[src/hdl/nsr_pkg.sv]
package nsr_pkg;

  // Fixed width of operand and root
  localparam int ROOT_W = 32;

  // Default configuration
  localparam int DEF_ITERATIONS = 10;
  localparam int DEF_FRAC_BITS  = 16;

  // Saturation value of one Newton step
  localparam logic [ROOT_W-1:0] ROOT_MAX = '1;

endpackage

[src/hdl/nsr_cell.sv]
module nsr_cell import nsr_pkg::*; #(
  parameter int FRAC_BITS = DEF_FRAC_BITS,
  parameter int BIT       = 0
) (
  input  logic                          clk_i,
  input  logic                          rst_ni,
  input  logic                          en_i,
  input  logic                          valid_i,
  input  logic [ROOT_W-1:0]             operand_i,
  input  logic [ROOT_W-1:0]             x_i,
  input  logic [ROOT_W:0]               rem_i,
  input  logic [ROOT_W+FRAC_BITS-1:0]   quot_i,
  output logic                          valid_o,
  output logic [ROOT_W-1:0]             operand_o,
  output logic [ROOT_W-1:0]             x_o,
  output logic [ROOT_W:0]               rem_o,
  output logic [ROOT_W+FRAC_BITS-1:0]   quot_o
);

  localparam int SW = ROOT_W + FRAC_BITS;

  logic              nbit;
  logic [ROOT_W:0]   rem_in;
  logic [SW-1:0]     quot_in;
  logic [ROOT_W+1:0] trial;
  logic [ROOT_W+1:0] denom;
  logic [ROOT_W+1:0] diff;
  logic              ge;
  logic [ROOT_W:0]   rem_d;
  logic [SW-1:0]     quot_d;
  logic [SW:0]       sum;
  logic [ROOT_W-1:0] x_d;

  logic              valid_q;
  logic [ROOT_W-1:0] operand_q;
  logic [ROOT_W-1:0] x_q;
  logic [ROOT_W:0]   rem_q;
  logic [SW-1:0]     quot_q;

  // Pick the dividend bit of operand << FRAC_BITS
  if (BIT >= FRAC_BITS) begin : g_op_bit
    assign nbit = operand_i[BIT-FRAC_BITS];
  end else begin : g_zero_bit
    assign nbit = 1'b0;
  end

  // Start a fresh division at the top bit
  if (BIT == SW-1) begin : g_first
    assign rem_in  = '0;
    assign quot_in = '0;
  end else begin : g_pass
    assign rem_in  = rem_i;
    assign quot_in = quot_i;
  end

  // One restoring division step against 2x
  assign trial  = {rem_in, nbit};
  assign denom  = {1'b0, x_i, 1'b0};
  assign ge     = (trial >= denom);
  assign diff   = trial - denom;
  assign rem_d  = ge ? diff[ROOT_W:0] : trial[ROOT_W:0];
  assign quot_d = {quot_in[SW-2:0], ge};

  // Close the Newton step on the last bit: x/2 + quotient, saturating; a zero estimate stays zero
  assign sum = {{(SW-ROOT_W+2){1'b0}}, x_i[ROOT_W-1:1]} + {1'b0, quot_d};
  if (BIT == 0) begin : g_update
    always_comb begin
      if (x_i == '0) begin
        x_d = '0;
      end else if (sum[SW:ROOT_W] != '0) begin
        x_d = ROOT_MAX;
      end else begin
        x_d = sum[ROOT_W-1:0];
      end
    end
  end else begin : g_hold
    assign x_d = x_i;
  end

  // Advance the transaction flag
  always_ff @(posedge clk_i or negedge rst_ni) begin
    if (!rst_ni) begin
      valid_q <= 1'b0;
    end else if (en_i) begin
      valid_q <= valid_i;
    end
  end

  // Advance the payload
  always_ff @(posedge clk_i) begin
    if (en_i) begin
      operand_q <= operand_i;
      x_q       <= x_d;
      rem_q     <= rem_d;
      quot_q    <= quot_d;
    end
  end

  assign valid_o   = valid_q;
  assign operand_o = operand_q;
  assign x_o       = x_q;
  assign rem_o     = rem_q;
  assign quot_o    = quot_q;

endmodule

[config.mk]
export PLATFORM = sky130hd
export DESIGN_NAME = nsr_cell
export DESIGN_NICKNAME = d
export VERILOG_FILES = /design/src/hdl/nsr_pkg.sv /design/src/hdl/nsr_cell.sv
export SDC_FILE = /design/constraint.sdc
export NUM_CORES = 1
export LEC_CHECK = 0
export BUFFER_PORTS_ARGS = -buffer_cell sky130_fd_sc_hd__clkbuf_2
export CORE_MARGIN = 1
export CORE_UTILIZATION = 30
export CTS_BUF_LIST = sky130_fd_sc_hd__clkbuf_4
export DETAILED_ROUTE_END_ITERATION = 10
export SYNTH_ARGS = -nofsm -noshare
export SYNTH_HDL_FRONTEND = slang
export SYNTH_SLANG_ARGS = --single-unit
export TNS_END_PERCENT = 100
[constraint.sdc]
create_clock -name clk_i -period 0.9 [get_ports clk_i]
set_input_delay 0 -clock clk_i [delete_from_list [all_inputs] [get_ports clk_i]]
set_output_delay 0 -clock clk_i [all_outputs]
set_load 0.03 [all_outputs]
==> impl_metrics.py, run 1 <==
metrics = {
    "logic_synthesis": {
        "synth_compound_area_frac": 0.230,
        "syn_area_um2": 9390,
        "synth_common_cells": "144 x edfxtp_1, 76 x nand2_1, 68 x a21oi_1, 63 x ha_1",
        "syn_area_per_cell_um2": 10.6,
        "synth-edff-count": 144,
        "synth_top_cell_by_area": "edfxtp_1",
        "syn_nets": 1098,
        "yosys.area_share.simple": 0.122,
        "netlist_instances": 884,
        "yosys_warnings": 0,
        "synth_cell_types": 69,
        "synthArstFlopShare": 0.00690,
        "synth_top_family_by_area": "compound AO/OA/AOI/OAI gates",
        "synthAdderAreaFrac": 0.0882,
        "synth_top_area_frac": 0.461,
        "synth-seq-cells": 145,
        "synth_xor_area_frac": 0.0513,
        "synthMuxAreaShare": 0.00453,
        "yosysMostFrequentCell": "edfxtp_1",
        "yosysSeqAreaShare": 0.463,
        "ys.flop_type": "edfxtp_1",
        "synth.area.top_cells": "edfxtp_1 46%, ha_1 8.4%, a41oi_2 5.2%, a21oi_1 3.6%, nand2_1 3.0%",
    },
    "timing": {
        "max-slew-margin-rel": 0.621,
        "period_needed_ns": 3.85,
        "post-route-period-util": 4.28,
        "skew_ns": 0,
        "hold_violations": 3,
        "setup_slack_ns": -2.95,
        "fmax_mhz": 260,
        "worst_pin_slew_ns": 0.569,
        "hold-worst-slack_ns": -0.318,
        "rsz0062_at_grt": "true",
        "setup_viol": 210,
        "maxSlewViolCount": 0,
    },
    "drt": {
        "drt_iter0_drc": 707,
        "final_antenna_net_count": 0,
        "drcViolationCount": 0,
        "routed_wl_um": 37000,
        "first_pass_iters": 5,
        "routedWlPerCell_um": 18.4,
        "vias_per_cell": 4.92,
        "vias": 9918,
    },
    "cells_and_area": {
        "syn_to_final_growth_pct": 83.7,
        "seq_area_um2": 4350,
        "num-fill-cells": 2640,
        "final_cell_area_um2": 17200,
        "drive_above_1_share": 0.487,
        "nets": 1812,
        "multiInputGateArea_um2": 5290,
    },
    "worst_setup_path": {
        "worstSetupEndpointType": "flop",
        "crit_path_max_incr_delay_ns": 0.34,
        "start_kind": "primary input",
        "critPathCapture": "x_o[5]",
        "rrSetupSlack_ns": 0.12,
        "crit_path_start": "rem_i[16]",
        "worstPathMaxFanout": 8,
        "worstSetupPathType": "in -> reg",
        "cp_cell_sequence": "buf_2 -> ha_4 -> nand4_1 -> nor2b_4 -> nand3_2 -> nor4_4 -> nor3_2 -> o21a_1 -> a31o_4 -> inv_4 -> ha_4 -> inv_2 -> fa_2 -> nand2b_4 -> a21oi_4 -> o21ai_2 -> a211oi_2 -> nor3_4 -> o211a_1 -> a2111o_1 -> nor4_4 -> buf_6 -> buf_12 -> a41oi_2",
        "cp.arrival_ns": 4.22,
        "rr_worst_depth": 1,
        "timing.rr.start": "valid_o",
        "required_ns": 1.27,
        "worstReg2RegEnd": "valid_o",
        "crit_slowest_cell": "fa_2",
    },
    "floorplanning": {
        "die_h_um": 179,
        "row_count": 64,
        "core-area_um2": 30700,
        "start_util": 0.306,
        "io_pins": 295,
        "die_area_um2": 32000,
        "die_x_um": 179,
    },
    "clocking": {
        "cts_buffers": 17,
        "cts_tree": "built",
        "path_clk_slew_ns": 0.13,
        "clock_latency_ns": 0.64,
        "cts_sinks": 145,
        "clk_path_buf_depth": 2,
        "htree_levels": 4,
        "ctsRootBufferMaster": "clkbuf_4",
    },
    "global_route": {
        "first_global_vias": 9873,
        "grt_usage": 0.228,
        "grt_overflow_total": 0,
        "grt_antenna_before_repair": 7,
        "grt_start_max_net_pins": 61,
        "grt_pass1_wl_um": 54500,
    },
    "place": {
        "dp_hpwl_um": 27800,
        "port_buffers": 292,
        "gp_congestion": 0.892,
        "dpl-instance-area_um2": 13900,
    },
    "hold_path": {
        "hold_path_class": "in -> reg",
    },
    "power_and_ir_drop": {
        "power_mw": 22.6,
        "power_density_nw_per_um2": 1310,
        "p_leak_nw": 7.43,
        "ir_drop_uv": 796,
    },
    "run_status": {
        "violations": "negative hold slack, negative setup slack",
        "status": "finished with violations",
    },
    "job": {
        "maxCapViolCount": 0,
    },
}
[sequential cells by signal, indices dropped and copies added (netlist names)]
signal / count
x_o: 32
valid_o: 1
rem_o: 32
operand_o: 32
quot_o: 48
[where the power goes]
| part | total [mW] | switching (mW) | internal (mW) |
|---|---|---|---|
| Clock | 4.92 | 2.92 | 2.00 |
| Combinational | 9.25 | 4.68 | 4.57 |
| Sequential | 8.46 | 0.310 | 8.15 |
[area by class of cell]
type                    instances  area share
diodes                          8     0.00116
clock buffers                  18     0.00784
clock inverters                14      0.0103
inverters                      54      0.0132
multi-input cells             647       0.307
flip-flops and latches        145       0.252
well taps                     396      0.0287
repair buffers                733       0.380
[per-stage QoR]
| stage | util | hold slack, ns | TNS [ns] | setup WS [ns] | std cells |
|---|---|---|---|---|---|
| 2_1_floorplan | - | -0.296 | -164.58 | -3.70 | 884 |
| 3_3_place_gp | 0.453 | -0.225 | -184.46 | -3.80 | 1841 |
| 3_5_place_dp | 0.453 | -0.221 | -187.70 | -3.90 | 1841 |
| 4_1_cts | 0.550 | -0.332 | -179.83 | -2.95 | 1998 |
| 5_1_grt | 0.562 | -0.348 | -191.21 | -3.08 | 2013 |
| 6_report | 0.562 | -0.318 | -174.63 | -2.95 | 2015 |
[layout by cell type (no fill, tap or decap), types with 7 or more instances in the layout]
| master | synthesis | final |
|---|---|---|
| a21oi_2 | 0 | 8 |
| nor3_1 | 12 | 10 |
| ha_1 | 63 | 42 |
| nand4_1 | 17 | 17 |
| buf_4 | 1 | 314 |
| buf_12 | 0 | 7 |
| diode_2 | 0 | 8 |
| o31ai_1 | 10 | 7 |
| edfxtp_1 | 144 | 144 |
| o21bai_1 | 8 | 7 |
| a21o_1 | 29 | 29 |
| o211ai_1 | 7 | 7 |
| dlygate4sd3_1 | 0 | 114 |
| nand2_1 | 76 | 74 |
| a21oi_1 | 68 | 58 |
| xnor2_1 | 24 | 24 |
| nor2_1 | 49 | 45 |
| clkbuf_8 | 0 | 88 |
| o21ai_0 | 54 | 50 |
| o21ai_1 | 8 | 7 |
| o21a_1 | 14 | 14 |
| xor2_1 | 31 | 31 |
| a41oi_2 | 30 | 32 |
| nand2b_1 | 9 | 7 |
| nor4_1 | 13 | 12 |
| inv_2 | 0 | 9 |
| buf_6 | 3 | 18 |
| clkbuf_2 | 0 | 131 |
| inv_4 | 0 | 7 |
| ha_4 | 0 | 21 |
| inv_1 | 54 | 37 |
| a211oi_1 | 13 | 10 |
| nand3_1 | 21 | 17 |
| clkbuf_4 | 0 | 30 |
| buf_8 | 0 | 44 |
[metal layers]
layer	wire length, µm	global-route usage
met1	15300	0.281
met2	18800	0.395
met3	1540	0.0348
met4	1290	0.0897
met5	0	0
[logic make-up after synthesis]
kind of cell               Yosys count
and+or+nand+nor                    233
muxes                                4
buffers and inverters               92
DFF                                145
xor gates and xnor gates            55
other                                1
adders and majority gates           65
AOI/OAI and AO/OA                  289
[worst min-delay path by stage]
stage                         start   endpoint  slack (ns)  cells past startpoint
after floorplan              rst_ni    valid_o       -0.30                      0
after global placement       rst_ni    valid_o       -0.22                      1
after detailed placement     rst_ni    valid_o       -0.22                      1
after CTS                 rem_i[14]  rem_o[15]       -0.33                      3
after global routing       rem_i[0]   rem_o[1]       -0.35                      3
final                      rem_i[0]   rem_o[1]       -0.32                      3
[critical path: cells and delay by family]
kind,cells,cell delay [ns]
and+or+nand+nor,8,1.42
AOI/OAI and AO/OA,8,1.52
buffers and inverters,5,0.53
adders and majority gates,3,0.74
[repair_timing]
item / 4_1_cts / 5_1_grt
buffers inserted: 12 / 7
hold buffers: 111 / 3
gates resized for setup: 324 / 114
setup endpoints to repair: 210 / 210
pin swaps: 72 / 22
endpoints found under the hold margin: 258 / 4
cloned: 3 / 0
(Power assumes the default switching activity.)
==> inputs of run 2 (changes only) <==
--- a/config.mk
+++ b/config.mk
@@ -5,6 +5,7 @@
 export SDC_FILE = /design/constraint.sdc
 export NUM_CORES = 1
 export LEC_CHECK = 0
+export ABC_AREA = 1
 export BUFFER_PORTS_ARGS = -buffer_cell sky130_fd_sc_hd__clkbuf_2
 export CORE_MARGIN = 1
 export CORE_UTILIZATION = 30
==> run 2 against run 1 <==
  * The flow finishes with violations (negative setup slack)
  * Sequential share of layout area shrank 1.4 points
  * Via count grew 21%
  * Clock power is 3% lower
  * Non-clock buffer count grew 71
  * Largest cell class unchanged
  * Largest power group unchanged
==> impl_metrics.py, run 2 <==
metrics = {
    "run_status": {
        "status": "finished with violations",
        "violations": "negative setup slack",
    },
    "logic_synthesis": {
        "syn_area_um2": 10600,
        "synth_cell_types": 44,
        "yosysMostFrequentCell": "nand2_1",
        "netlist_instances": 1365,
        "synth_common_cells": "402 x nand2_1, 237 x inv_1, 144 x edfxtp_1, 113 x nor2_1, 83 x a21oi_1",
        "synthArstFlopShare": 0.00690,
        "synth_top_area_frac": 0.407,
        "syn_nets": 1579,
        "synth_top_cell_by_area": "edfxtp_1",
        "synth-edff-count": 144,
        "synth.area.top_cells": "edfxtp_1 41%, nand2_1 14%, inv_1 8.4%, ha_1 7.4%, nor2_1 4.0%",
        "yosysSeqAreaShare": 0.409,
        "syn_area_per_cell_um2": 7.79,
        "synth-seq-cells": 145,
        "ys.flop_type": "edfxtp_1",
        "yosys_warnings": 0,
    },
    "clocking": {
        "path_clk_slew_ns": 0.15,
        "cts_buffers": 17,
        "clock_latency_ns": 0.61,
        "ctsRootBufferMaster": "clkbuf_4",
        "htree_levels": 4,
        "clk_path_buf_depth": 2,
        "cts_tree": "built",
        "cts_sinks": 145,
    },
    "drt": {
        "drcViolationCount": 0,
        "routedWlPerCell_um": 16.5,
        "vias": 11992,
        "vias_per_cell": 4.54,
        "routed_wl_um": 43500,
        "first_pass_iters": 5,
        "final_antenna_net_count": 0,
        "drt_iter0_drc": 705,
    },
    "timing": {
        "fmax_mhz": 310,
        "worst_pin_slew_ns": 0.614,
        "maxSlewViolCount": 0,
        "setup_viol": 210,
        "hold-worst-slack_ns": 0.0102,
        "setup_slack_ns": -2.32,
        "max-slew-margin-rel": 0.591,
        "setup_tns_ns": -142.39,
        "hold_violations": 0,
        "post-route-period-util": 3.58,
        "skew_ns": 0,
        "period_needed_ns": 3.22,
        "rsz0062_at_grt": "true",
    },
    "power_and_ir_drop": {
        "power_mw": 22.6,
        "p_sw_frac": 0.373,
        "p_sw_mw": 8.41,
        "ir_drop_uv": 819,
        "internal_power_mw": 14.1,
        "power_density_nw_per_um2": 1230,
        "seqPwrFrac": 0.369,
        "clkPwrFrac": 0.211,
        "combPwrFrac": 0.420,
        "p_leak_nw": 9.05,
    },
    "cells_and_area": {
        "largest_reg_flops": 48,
        "final_common_cell": "nand2_1",
        "nets": 2385,
        "mostFrequentLayoutCells": "377 x nand2_1, 372 x buf_4, 217 x inv_1",
        "fin_cells": 2641,
        "syn_to_final_growth_pct": 72.0,
        "drive_above_1_share": 0.410,
    },
    "global_route": {
        "grt_antenna_before_repair": 3,
        "grt_usage": 0.239,
        "grt_overflow_total": 0,
        "grt_start_max_net_pins": 60,
        "grt_pass1_wl_um": 65300,
        "first_global_vias": 12049,
    },
    "worst_setup_path": {
        "crit_buf_inv": 8,
        "cpLargestDelayFamily": "simple AND/OR/NAND/NOR gates",
        "worstPathMaxFanout": 6,
        "worstReg2RegEnd": "valid_o",
        "crit_path_max_incr_delay_ns": 0.34,
        "rr_worst_depth": 1,
        "required_ns": 1.29,
        "worstSetupEndpointType": "flop",
        "worstSetupPathType": "in -> reg",
        "crit_slowest_cell": "fa_2",
        "start_kind": "primary input",
        "cp.arrival_ns": 3.61,
        "timing.rr.start": "valid_o",
        "rrSetupSlack_ns": 0.15,
        "cp_common_cell": "nand2_2",
    },
    "job": {
        "maxCapViolCount": 0,
    },
    "place": {
        "dp_hpwl_um": 34700,
        "port_buffers": 292,
        "dp_cells": 2462,
        "gp_congestion": 0.967,
    },
    "floorplanning": {
        "start_util": 0.306,
        "core-area_um2": 34700,
        "io_pins": 295,
        "die_h_um": 190,
        "row_count": 68,
        "die_area_um2": 36200,
        "die_x_um": 190,
    },
    "hold_path": {
        "hold_end": "rem_o[19]",
        "hold_path_class": "in -> reg",
        "holdCritStartpoint": "rem_i[18]",
        "hold_depth": 4,
    },
}
==> run 2: logic make-up (layout without fill, tap and decap cells) <==
| logic type | Yosys count | after routing | share of synthesized area |
|---|---|---|---|
| AOI/OAI and AO/OA | 139 | 139 | 0.0726 |
| xor gates and xnor gates | 59 | 59 | 0.0486 |
| buffers and inverters | 270 | 1088 | 0.102 |
| other | 1 | 4 | 0.000353 |
| muxes | 1 | 1 | 0.00106 |
| DFF | 145 | 145 | 0.409 |
| adders and majority gates | 65 | 65 | 0.0779 |
| and+or+nand+nor | 685 | 685 | 0.288 |
==> run 2: power by group through the flow <==
stage / Sequential, mW / Clock (mW) / Combinational, mW
2_1_floorplan: 9.68 / 0 / 3.09
3_3_place_gp: 8.44 / 0 / 8.42
3_5_place_dp: 8.45 / 0 / 8.43
4_1_cts: 8.32 / 4.89 / 9.26
5_1_grt: 8.39 / 5.10 / 10.2
6_report: 8.32 / 4.75 / 9.48
==> run 2: through the flow <==
stage / area, µm² / worst slack, ns / utilization
after floorplan: 11000 / -2.72 / -
after global placement: 15800 / -3.02 / 0.454
after detailed placement: 15800 / -3.12 / 0.454
after CTS: 18000 / -2.26 / 0.518
after global routing: 18300 / -2.54 / 0.527
final: 18300 / -2.32 / 0.527
==> run 2: layout make-up <==
cell class | count | area, µm²
fill | 3291 | 16400
timing repair buffer | 804 | 6350
multi-input combinational | 950 | 5730
sequential | 145 | 4350
inverter | 253 | 975
tap | 455 | 569
clock inverter | 14 | 168
clock buffer | 17 | 128
antenna | 3 | 7.51
==> run 2: worst max path at each step <==
stage	from	end	slack (ns)	depth (start not counted)
floorplan	x_i[3]	x_o[0]	-2.72	33
global placement	x_i[4]	x_o[17]	-3.02	33
detailed placement	x_i[4]	x_o[26]	-3.12	33
CTS	x_i[24]	x_o[28]	-2.26	31
global route	x_i[10]	x_o[26]	-2.54	33
finish	x_i[10]	x_o[26]	-2.32	33
==> run 2: what timing repair did <==
action                                  CTS  global route
resized for setup                       126            93
setup buffers                            19             4
hold endpoints to repair                258             4
endpoints found under the setup margin  210           210
cloned                                    5             3
pin swaps                                33            43
hold buffers                            113             4
==> run 2: layer usage <==
metal,vias to the layer above,GRT usage,part of all wire
li1,6021,-,-
met1,5540,0.317,0.45
met2,367,0.394,0.47
met3,64,0.0302,0.047
met4,0,0.0951,0.032
met5,-,0,0
